==> config.mk <==
export PLATFORM = sky130hd
export DESIGN_NAME = fixed_frame_serial_deframer_flat
export DESIGN_NICKNAME = d
export VERILOG_FILES = /design/src/sv/ffsd_pkg.sv /design/src/sv/ffsd_if.sv /design/src/sv/ffsd_cfg_regs.sv /design/src/sv/ffsd_window.sv /design/src/sv/ffsd_out_buf.sv /design/src/sv/fixed_frame_serial_deframer.sv /design/src/flat_wrapper.sv
export SDC_FILE = /design/constraint.sdc
export NUM_CORES = 1
export LEC_CHECK = 0
export BUFFER_PORTS_ARGS = -buffer_cell sky130_fd_sc_hd__clkbuf_2
export CAP_MARGIN = 20
export CORE_MARGIN = 3
export CORE_UTILIZATION = 35
export DETAILED_ROUTE_END_ITERATION = 8
export PLACE_DENSITY = 0.55
export SYNTH_ARGS = -nofsm -noshare
export SYNTH_HDL_FRONTEND = slang
export SYNTH_SLANG_ARGS = --single-unit
==> constraint.sdc <==
create_clock -name clk -period 14.29 [get_ports clk]
set_input_delay 1.429 -clock clk [delete_from_list [all_inputs] [get_ports clk]]
set_output_delay 1.429 -clock clk [all_outputs]
set_load 0.01 [all_outputs]
==> src/sv/ffsd_pkg.sv <==
// ffsd_pkg: shared constants, register codes and types of the serial deframer
// no dependencies; compile first
package ffsd_pkg;

	localparam int FRAME_BYTES_DEF = 16;
	localparam int CMD_POS         = 1;
	localparam int ID_POS          = 3;
	localparam int ID_LEN          = 4;
	localparam int DATA_POS        = 7;
	localparam int DATA_LEN        = 8;

	localparam int REG_IDX_W = 2;

	localparam logic [REG_IDX_W-1:0] REG_HEADER   = 2'd0;
	localparam logic [REG_IDX_W-1:0] REG_TAIL     = 2'd1;
	localparam logic [REG_IDX_W-1:0] REG_FEEDBACK = 2'd2;

	localparam logic [7:0] HEADER_RST   = 8'hAA;
	localparam logic [7:0] TAIL_RST     = 8'h55;
	localparam logic [7:0] FEEDBACK_RST = 8'h11;

	typedef struct packed {
		logic [7:0] header_byte;
		logic [7:0] tail_byte;
		logic [7:0] feedback_code;
	} cfg_t;

	typedef struct packed {
		logic                    valid;
		logic [8*ID_LEN-1:0]     can_id;
		logic [8*DATA_LEN-1:0]   payload;
	} frame_t;

endpackage

==> src/sv/ffsd_if.sv <==
// ffsd_if: valid/ready channels of the deframer (receive word, frame result, config write)
// depends on ffsd_pkg
interface ffsd_rx_if;
	logic       valid;
	logic       ready;
	logic [7:0] rx_byte;

	modport source (output valid, output rx_byte, input ready);
	modport sink   (input valid, input rx_byte, output ready);
endinterface

interface ffsd_frame_if;
	logic                              valid;
	logic                              ready;
	logic [8*ffsd_pkg::ID_LEN-1:0]     can_id;
	logic [8*ffsd_pkg::DATA_LEN-1:0]   payload;

	modport source (output valid, output can_id, output payload, input ready);
	modport sink   (input valid, input can_id, input payload, output ready);
endinterface

interface ffsd_cfg_if;
	logic                              valid;
	logic                              ready;
	logic [ffsd_pkg::REG_IDX_W-1:0]    wr_index;
	logic [7:0]                        wr_data;

	modport source (output valid, output wr_index, output wr_data, input ready);
	modport sink   (input valid, input wr_index, input wr_data, output ready);
endinterface

==> src/sv/ffsd_cfg_regs.sv <==
// ffsd_cfg_regs: header, tail and feedback code registers with write port
// depends on ffsd_pkg
module ffsd_cfg_regs (
	input  logic                            clk,
	input  logic                            arst_n,
	input  logic                            wr_valid,
	output logic                            wr_ready,
	input  logic [ffsd_pkg::REG_IDX_W-1:0]  wr_index,
	input  logic [7:0]                      wr_data,
	output ffsd_pkg::cfg_t                  cfg
);
	import ffsd_pkg::*;

	cfg_t cfg_q;

	assign wr_ready = 1'b1;
	assign cfg      = cfg_q;

	always_ff @(posedge clk or negedge arst_n) begin
		if (!arst_n) begin
			cfg_q.header_byte   <= HEADER_RST;
			cfg_q.tail_byte     <= TAIL_RST;
			cfg_q.feedback_code <= FEEDBACK_RST;
		end else if (wr_valid) begin
			unique case (wr_index)
				REG_HEADER:   cfg_q.header_byte   <= wr_data;
				REG_TAIL:     cfg_q.tail_byte     <= wr_data;
				REG_FEEDBACK: cfg_q.feedback_code <= wr_data;
				default:      cfg_q               <= cfg_q;
			endcase
		end
	end

endmodule

==> src/sv/ffsd_window.sv <==
// ffsd_window: input word register, sliding byte window with fill count, frame check
// depends on ffsd_pkg
module ffsd_window #(
	parameter int FRAME_BYTES = ffsd_pkg::FRAME_BYTES_DEF
) (
	input  logic             clk,
	input  logic             arst_n,
	input  logic             in_valid,
	output logic             in_ready,
	input  logic [7:0]       in_byte,
	input  ffsd_pkg::cfg_t   cfg,
	input  logic             out_free,
	output ffsd_pkg::frame_t frame
);
	import ffsd_pkg::*;

	localparam int FILL_W = $clog2(FRAME_BYTES + 1);

	logic              valid_s1;
	logic [7:0]        byte_s1;
	logic [7:0]        win_q [FRAME_BYTES];
	logic [FILL_W-1:0] fill_q;
	logic [7:0]        new_win [FRAME_BYTES];
	logic              full;
	logic              hit;
	logic              emit;
	logic              adv;

	// window after the pending word is shifted in
	always_comb begin
		for (int i = 0; i < FRAME_BYTES - 1; i++) begin
			new_win[i] = win_q[i+1];
		end
		new_win[FRAME_BYTES-1] = byte_s1;
	end

	assign full = fill_q >= FILL_W'(FRAME_BYTES - 1);
	assign hit  = valid_s1 && full && (new_win[0] == cfg.header_byte)
	              && (new_win[FRAME_BYTES-1] == cfg.tail_byte);
	assign emit = hit && (new_win[CMD_POS] == cfg.feedback_code);
	assign adv  = valid_s1 && (out_free || !emit);

	assign in_ready = !valid_s1 || adv;

	always_comb begin
		frame.valid = adv && emit;
		for (int k = 0; k < ID_LEN; k++) begin
			frame.can_id[8*k +: 8] = new_win[ID_POS + k];
		end
		for (int k = 0; k < DATA_LEN; k++) begin
			frame.payload[8*k +: 8] = new_win[DATA_POS + k];
		end
	end

	always_ff @(posedge clk or negedge arst_n) begin
		if (!arst_n) begin
			valid_s1 <= 1'b0;
		end else if (in_ready) begin
			valid_s1 <= in_valid;
		end
	end

	always_ff @(posedge clk) begin
		if (in_valid && in_ready) begin
			byte_s1 <= in_byte;
		end
	end

	always_ff @(posedge clk) begin
		if (adv) begin
			win_q <= new_win;
		end
	end

	always_ff @(posedge clk or negedge arst_n) begin
		if (!arst_n) begin
			fill_q <= '0;
		end else if (adv) begin
			priority if (hit) begin
				fill_q <= '0;
			end else if (full) begin
				fill_q <= FILL_W'(FRAME_BYTES);
			end else begin
				fill_q <= fill_q + 1'b1;
			end
		end
	end

endmodule

==> src/sv/ffsd_out_buf.sv <==
// ffsd_out_buf: result register holding one frame word until taken
// depends on ffsd_pkg
module ffsd_out_buf (
	input  logic                                clk,
	input  logic                                arst_n,
	input  ffsd_pkg::frame_t                    frame,
	output logic                                out_free,
	output logic                                out_valid,
	input  logic                                out_ready,
	output logic [8*ffsd_pkg::ID_LEN-1:0]       can_id,
	output logic [8*ffsd_pkg::DATA_LEN-1:0]     payload
);
	import ffsd_pkg::*;

	logic                    valid_q;
	logic [8*ID_LEN-1:0]     can_id_q;
	logic [8*DATA_LEN-1:0]   payload_q;

	assign out_free  = !valid_q || out_ready;
	assign out_valid = valid_q;
	assign can_id    = can_id_q;
	assign payload   = payload_q;

	always_ff @(posedge clk or negedge arst_n) begin
		if (!arst_n) begin
			valid_q <= 1'b0;
		end else if (out_free) begin
			valid_q <= frame.valid;
		end
	end

	always_ff @(posedge clk) begin
		if (out_free && frame.valid) begin
			can_id_q  <= frame.can_id;
			payload_q <= frame.payload;
		end
	end

endmodule

==> src/sv/fixed_frame_serial_deframer.sv <==
// fixed_frame_serial_deframer: header/tail fixed-length deframer, top level
// result path: the completing word sits in the input word register; its frame is then registered in the result register
// throughput: one received word per cycle; held off only while a result waits untaken
// reset: config registers to defaults, fill count and valids cleared; window data not reset
// depends on ffsd_pkg, ffsd_if, ffsd_cfg_regs, ffsd_window, ffsd_out_buf
module fixed_frame_serial_deframer #(
	parameter int FRAME_BYTES = ffsd_pkg::FRAME_BYTES_DEF
) (
	input  logic              clk,
	input  logic              arst_n,
	ffsd_rx_if.sink           rx,
	ffsd_frame_if.source      frame_out,
	ffsd_cfg_if.sink          cfg
);
	import ffsd_pkg::*;

	cfg_t   cfg_val;
	frame_t frame;
	logic   out_free;

	ffsd_cfg_regs u_cfg (
		.clk      (clk),
		.arst_n   (arst_n),
		.wr_valid (cfg.valid),
		.wr_ready (cfg.ready),
		.wr_index (cfg.wr_index),
		.wr_data  (cfg.wr_data),
		.cfg      (cfg_val)
	);

	ffsd_window #(
		.FRAME_BYTES (FRAME_BYTES)
	) u_window (
		.clk      (clk),
		.arst_n   (arst_n),
		.in_valid (rx.valid),
		.in_ready (rx.ready),
		.in_byte  (rx.rx_byte),
		.cfg      (cfg_val),
		.out_free (out_free),
		.frame    (frame)
	);

	ffsd_out_buf u_out (
		.clk       (clk),
		.arst_n    (arst_n),
		.frame     (frame),
		.out_free  (out_free),
		.out_valid (frame_out.valid),
		.out_ready (frame_out.ready),
		.can_id    (frame_out.can_id),
		.payload   (frame_out.payload)
	);

endmodule

==> src/flat_wrapper.sv <==
// flat-port wrapper written by rule: the top's interface ports become plain ports
module fixed_frame_serial_deframer_flat import ffsd_pkg::*;
#(
	parameter int FRAME_BYTES = ffsd_pkg::FRAME_BYTES_DEF
)
  (clk, arst_n, rx_valid, rx_rx_byte, rx_ready, frame_out_valid, frame_out_can_id, frame_out_payload, frame_out_ready, cfg_valid, cfg_wr_index, cfg_wr_data, cfg_ready);
  ffsd_rx_if rx_i ();
  ffsd_frame_if frame_out_i ();
  ffsd_cfg_if cfg_i ();
  input  logic clk;
  input  logic arst_n;
  input wire logic [$bits(rx_i.valid)-1:0] rx_valid;
  input wire logic [$bits(rx_i.rx_byte)-1:0] rx_rx_byte;
  output wire logic [$bits(rx_i.ready)-1:0] rx_ready;
  output wire logic [$bits(frame_out_i.valid)-1:0] frame_out_valid;
  output wire logic [$bits(frame_out_i.can_id)-1:0] frame_out_can_id;
  output wire logic [$bits(frame_out_i.payload)-1:0] frame_out_payload;
  input wire logic [$bits(frame_out_i.ready)-1:0] frame_out_ready;
  input wire logic [$bits(cfg_i.valid)-1:0] cfg_valid;
  input wire logic [$bits(cfg_i.wr_index)-1:0] cfg_wr_index;
  input wire logic [$bits(cfg_i.wr_data)-1:0] cfg_wr_data;
  output wire logic [$bits(cfg_i.ready)-1:0] cfg_ready;
  assign rx_i.valid = rx_valid;
  assign rx_i.rx_byte = rx_rx_byte;
  assign rx_ready = rx_i.ready;
  assign frame_out_valid = frame_out_i.valid;
  assign frame_out_can_id = frame_out_i.can_id;
  assign frame_out_payload = frame_out_i.payload;
  assign frame_out_i.ready = frame_out_ready;
  assign cfg_i.valid = cfg_valid;
  assign cfg_i.wr_index = cfg_wr_index;
  assign cfg_i.wr_data = cfg_wr_data;
  assign cfg_ready = cfg_i.ready;
  fixed_frame_serial_deframer #(.FRAME_BYTES(FRAME_BYTES)) u_core (.clk(clk), .arst_n(arst_n), .rx(rx_i), .frame_out(frame_out_i), .cfg(cfg_i));
endmodule
Word level (Yosys, flattened, before mapping)
Index checks and enable logic that the tools add are counted.
{"block": "totals", "reg_bits": 255, "latchBits": 0, "ramBits": 0, "mem_bits_ro": 0, "inputBits": 23, "out_inout_bits": 99, "wordCells": 51, "mem_count": 0}
{"block": "op_classes", "add_sub_neg": 1, "mul": 0, "div": 0, "n_lt_le_gt_ge": 1, "eq_ne": 5, "shift": 0, "n_mux": 2, "n_bitwise": 0, "n_reduce_logical": 18}
{"cell": "8-bit equality test", "count": 3}
{"cell": "5-bit 2-to-1 mux", "count": 2}
{"cell": "1-bit logical AND", "count": 8}
{"cell": "2-bit AND reduction", "count": 3}
{"cell": "5-bit by 1-bit adder with 5-bit output (second input constant)", "count": 1}
{"cell": "5-bit by 4-bit >= comparator with 1-bit output (second input constant)", "count": 1}
{"cell": "1-bit zero test", "count": 3}
{"cell": "1-bit logical OR", "count": 3}
{"cell": "2-bit by 1-bit equality test with 1-bit output (second input constant)", "count": 1}
{"cell": "2-bit equality test (second input constant)", "count": 1}
{"cell": "2-bit zero test", "count": 1}

Longest topological paths before layout
{"block": "logic_depth", "ltp_word": 10, "ltp_mapped": 8, "depth_no_buf": 8}

Modules after synthesis
From an unflattened synthesis, not the netlist that was laid out.
{"block": "hier_totals", "cells_unflattened": 451, "area_unflattened_um2": 9077.5}
{"module": "ffsd_window", "n_inst": 1, "cells_per_inst": 298, "area_per_inst_um2": 5205.0, "seq_area_each_um2": 3993.8}
{"module": "ffsd_out_buf", "n_inst": 1, "cells_per_inst": 100, "area_per_inst_um2": 2936.6, "seq_area_each_um2": 2907.8}
{"module": "ffsd_cfg_regs", "n_inst": 1, "cells_per_inst": 53, "area_per_inst_um2": 935.9, "seq_area_each_um2": 613.1}

Least setup slack after synthesis
Ideal clock, no wire load.
{"block": "synth_timing", "path_type": "reg-to-reg", "startpoint": "register u_core.u_window.fill_q[0]", "endpoint": "register u_core.u_out.can_id_q[0], in the netlist u_core.u_out.can_id[0] (enable)", "setup_time_ns": 0.787, "arrival_time_ns": 11.055, "path_slack_ns": 2.448, "stages_incl_launch_ff": 8, "n_path_buf": 0, "period_less_slack_ns": 11.842, "cell_sequence": "dfrtp_1 -> ha_1 -> and3_1 -> ha_1 -> nor3_1 -> or4_4 -> or2_2 -> nor4_1"}
{"block": "synth_via", "elab_chain_len": 10}
{"item": "from (decl)", "line_no": "ffsd_window.sv:22", "source": "logic [FILL_W-1:0] fill_q;"}
{"item": "from (signal assigned)", "line_no": "ffsd_window.sv:82", "source": "fill_q <= FILL_W'(FRAME_BYTES);"}
{"item": "from (signal assigned)", "line_no": "ffsd_window.sv:84", "source": "fill_q <= fill_q + 1'b1;"}
{"item": "5-bit by 4-bit >= comparator with 1-bit output *", "line_no": "ffsd_window.sv:37", "source": "assign full = fill_q >= FILL_W'(FRAME_BYTES - 1);"}
{"item": "1-bit logical AND * (2 in series)", "line_no": "ffsd_window.sv:38", "source": "assign hit = valid_s1 && full && (new_win[0] == cfg.header_byte)"}
{"item": "1-bit logical AND *", "line_no": "ffsd_window.sv:39", "source": "&& (new_win[FRAME_BYTES-1] == cfg.tail_byte);"}
{"item": "1-bit logical AND *", "line_no": "ffsd_window.sv:40", "source": "assign emit = hit && (new_win[CMD_POS] == cfg.feedback_code);"}
{"item": "1-bit zero test", "line_no": "ffsd_window.sv:41", "source": "assign adv = valid_s1 && (out_free || !emit);"}
{"item": "1-bit logical OR", "line_no": "ffsd_window.sv:41"}
{"item": "1-bit logical AND", "line_no": "ffsd_window.sv:41"}
{"item": "1-bit logical AND *", "line_no": "ffsd_window.sv:46", "source": "frame.valid = adv && emit;"}
{"item": "1-bit logical AND *", "line_no": "ffsd_out_buf.sv:33", "source": "if (out_free && frame.valid) begin"}
{"item": "to (signal assigned)", "line_no": "ffsd_out_buf.sv:34", "source": "can_id_q <= frame.can_id;"}
{"item": "to (decl)", "line_no": "ffsd_out_buf.sv:16", "source": "logic [8*ID_LEN-1:0] can_id_q;"}
Mark *: on every way between the ends. The rest lies on a longest branch, timed or not.
A chain may end at the register's enable or synchronous reset.

Final worst setup path
{"block": "layout_timing", "startpoint": "register u_core.u_window.fill_q[0]", "endpoint": "output rx_ready"}
{"block": "layout_via", "elab_chain_len": 9}
{"item": "5-bit by 4-bit >= comparator with 1-bit output", "line_no": "ffsd_window.sv:37"}
{"item": "1-bit logical AND (2 in series)", "line_no": "ffsd_window.sv:38"}
{"item": "1-bit logical AND", "line_no": "ffsd_window.sv:39"}
{"item": "1-bit logical AND", "line_no": "ffsd_window.sv:40"}
{"item": "1-bit zero test", "line_no": "ffsd_window.sv:41"}
{"item": "1-bit logical OR", "line_no": "ffsd_window.sv:41"}
{"item": "1-bit logical AND", "line_no": "ffsd_window.sv:41"}
{"item": "1-bit logical OR", "line_no": "ffsd_window.sv:43", "source": "assign in_ready = !valid_s1 || adv;"}
{"item": "to (decl)", "line_no": "flat_wrapper.sv:14", "source": "output wire logic [$bits(rx_i.ready)-1:0] rx_ready;"}
Every way passes these cells.

==> flow_metrics.tcl <==
set metrics [dict create \
    outcome "complete, no violations" \
    postCtsHoldBufs 0 \
    hold_viol_final 0 \
    criticalPathCategory "flip-flop to output port" \
    drv_slew 0 \
    clk-insertion-delay-late_ns 0.52 \
    globalplace.congestion 0.7182 \
    ir_drop_mv 0.07535 \
    grt_max_degree 122 \
    worst-path-buf-inv 1 \
    setup_slack_ns 9.989 \
    clk_pin_slew_ns 0.06 \
    final_common_cell "edfxtp_1" \
    synth_flop_cell "edfxtp_1" \
    cp-end-kind "output port" \
    syn-mean-instance-area_um2 23.75 \
    io_pins 122 \
    drt_wl_total_um 14400 \
    cts.htree.levels 1 \
    grt_pass1_wl_um 22450 \
    first_global_vias 3957 \
    worst-path-max-fanout 5 \
    arrival_ns 2.87 \
    p_leak_nw 3.684 \
    layout-drive-gt1-share_pct 38.92 \
    cts_setup_buffers 0 \
    powerDensity_mw_per_mm2 149.7 \
    clock-sinks 255 \
    cap_violations 0 \
    fin_worst_skew_ns 0.009700 \
    track_usage_pct 11.05 \
    initial_utilization_pct 36.16 \
    std_cell_rows 55 \
    netlist_area_mm2 0.008312 \
    hold_path_class "flip-flop to flip-flop" \
    diodes 0 \
    worstPathCellList "ha_1, and3_1, ha_1, nor3_1, or4_4, or4_4, clkbuf_2" \
    crit_slowest_cell "or4_4" \
    synth_enable_flop_cells 224 \
    areaGrowthSynthToFinish_pct 22.11 \
    wl_met3_um 1243 \
    layout_common_cells "edfxtp_1, clkbuf_2, clkbuf_16" \
    post_cts_resized 0 \
    fin_area_mm2 0.01015 \
    synth-seq-cells 255 \
    setup_viol 0 \
    ctsLongestPathBuffers 3 \
    wl_per_cell_um 17.31 \
    cts-buffers-inserted 27 \
    synthArstFlopShare_pct 12.16 \
    start_kind "flip-flop" \
    dieWidth_um 160.1 \
    yosys_warnings 0 \
    rsz0062_at_grt "no" \
    drt_iter0_drc 171 \
    first_pass_iters 4 \
    ant_nets 0 \
    post-route-period-util_pct 30.10 \
    syn_inst 350 \
    root_buffer "clkbuf_16" \
    drt-met1-wl_um 5980 \
    port_buffers 120 \
    highest_layer "met5" \
    worstPathRequired_ns 12.86 \
    relSlewSlack_pct 44.42 \
    fillers 2040 \
    grt.overflow.total 0 \
    tightest_slew_ns 0.8337 \
    via_per_inst 4.472 \
    drc 0 \
    core-area_mm2 0.02298 \
    synth.distinct_cells 32 \
    die_y_um 160.1 \
    fmax_mhz 232.5 \
    nets 527 \
    yosysSeqAreaShare_pct 90.41 \
    met2_length_um 6794 \
    place_hpwl_um 8575 \
    critPathMaxStageDelay_ns 0.56 \
    grt_antenna_before_repair 2 \
    critical_path.top_delay_family "simple AND/OR/NAND/NOR gates" \
    setup_tns_ns 0 \
    vias 3721 \
    final_util_pct 44.16 \
    cts_tree "done" \
    fin_crit_ns 4.301 \
    syn_nets 375 \
    die_area_mm2 0.02563 \
    dp_slack_ns 10.29 \
    postPlaceCellArea_mm2 0.009330 \
]
[layout make-up]
type	count	area [um2]	share of cell area, %
clock buffer	32	694.4	6.842
clock inverter	14	97.59	0.9615
inverter	2	12.51	0.1233
multi-input combinational	92	788.3	7.766
sequential	255	7515	74.04
tap	313	391.6	3.858
timing repair buffer	124	650.6	6.410
[final timing paths]
kind | start | to | slack [ns] | cells after the start
max in group asynchronous | arst_n | u_core.u_cfg.cfg[15] | 12.76 | 1
min reg2reg | u_core.u_window.new_win[106] | u_core.u_window.new_win[114] | 0.42 | 0
max | u_core.u_window.fill_q[0] | rx_ready | 9.99 | 7
min | u_core.u_window.new_win[106] | u_core.u_window.new_win[114] | 0.42 | 0
min in group asynchronous | arst_n | u_core.u_window.valid_s1 | 1.00 | 1
max reg2reg | u_core.u_window.fill_q[0] | u_core.u_out.payload[29] | 10.39 | 9
[flip-flops by register name, summed over array words and instances, names as in the netlist]
signal / count
u_core.u_out.out_valid: 1
u_core.u_window.frame: 96
u_core.u_window.byte_s1: 8
u_core.u_out.payload: 64
u_core.u_cfg.cfg: 24
u_core.u_out.can_id: 32
u_core.u_window.valid_s1: 1
u_core.u_window.fill_q: 5
u_core.u_window.new_win: 24
[logic make-up after synthesis]
family | Yosys count | synth area share (%)
simple gates | 33 | 2.348
buf+inv | 3 | 0.1807
mux | 24 | 3.252
fa+ha+maj | 2 | 0.3010
xor+xnor | 24 | 2.529
other cells | 1 | 0.04512
flops | 255 | 90.41
compound gates | 8 | 0.9334
[Yosys cell counts (2+ instances only)]
| master | count | area (um2) |
|---|---|---|
| dfrtp_1 | 21 | 525.5 |
| dfstp_2 | 10 | 262.8 |
| edfxtp_1 | 224 | 6726 |
| ha_1 | 2 | 25.02 |
| inv_1 | 2 | 7.510 |
| mux2_2 | 24 | 270.3 |
| nand2_1 | 7 | 26.28 |
| nand2b_1 | 2 | 12.51 |
| nand3_1 | 3 | 15.01 |
| nand3b_1 | 2 | 15.01 |
| nand4_1 | 3 | 18.77 |
| nor2_1 | 2 | 7.510 |
| nor4_1 | 4 | 25.02 |
| o21ai_0 | 2 | 10.01 |
| or2_2 | 2 | 12.51 |
| or4_4 | 2 | 22.52 |
| xnor2_1 | 16 | 140.1 |
| xor2_1 | 8 | 70.07 |
[routing by layer]
| metal | vias up | global-route usage, % |
|---|---|---|
| met3 | 36 | 3.995 |
| met4 | 4 | 2.998 |
| met5 | - | 0 |
| met2 | 116 | 17.55 |
| met1 | 1880 | 14.49 |
| li1 | 1685 | - |
[worst register-to-register path, delay by kind of cell, from the launching register on]
| kind | cells | cell delay, ns |
|---|---|---|
| adders and majority gates | 2 | 0.41 |
| buffers and inverters | 2 | 1.22 |
| DFF | 1 | 0.42 |
| and+or+nand+nor | 5 | 1.44 |
[power by group]
group	internal, mW	switching, mW
clock	0.362	0.265
combinational	0.0246	0.0254
sequential	0.829	0.0130
total	1.22	0.304
[stage by stage]
| step | power (mW) | hold WS [ns] | std cells |
|---|---|---|---|
| 2_1_floorplan | 0.8895 | 0.4003 | 350 |
| 6_report | 1.519 | 0.4189 | 832 |
| 4_1_cts | 1.543 | 0.4185 | 831 |
| 3_3_place_gp | 0.9049 | 0.4031 | 785 |
| 3_5_place_dp | 0.9077 | 0.4052 | 785 |
| 5_1_grt | 1.582 | 0.4302 | 832 |
Power figures use the tool's default switching activity.
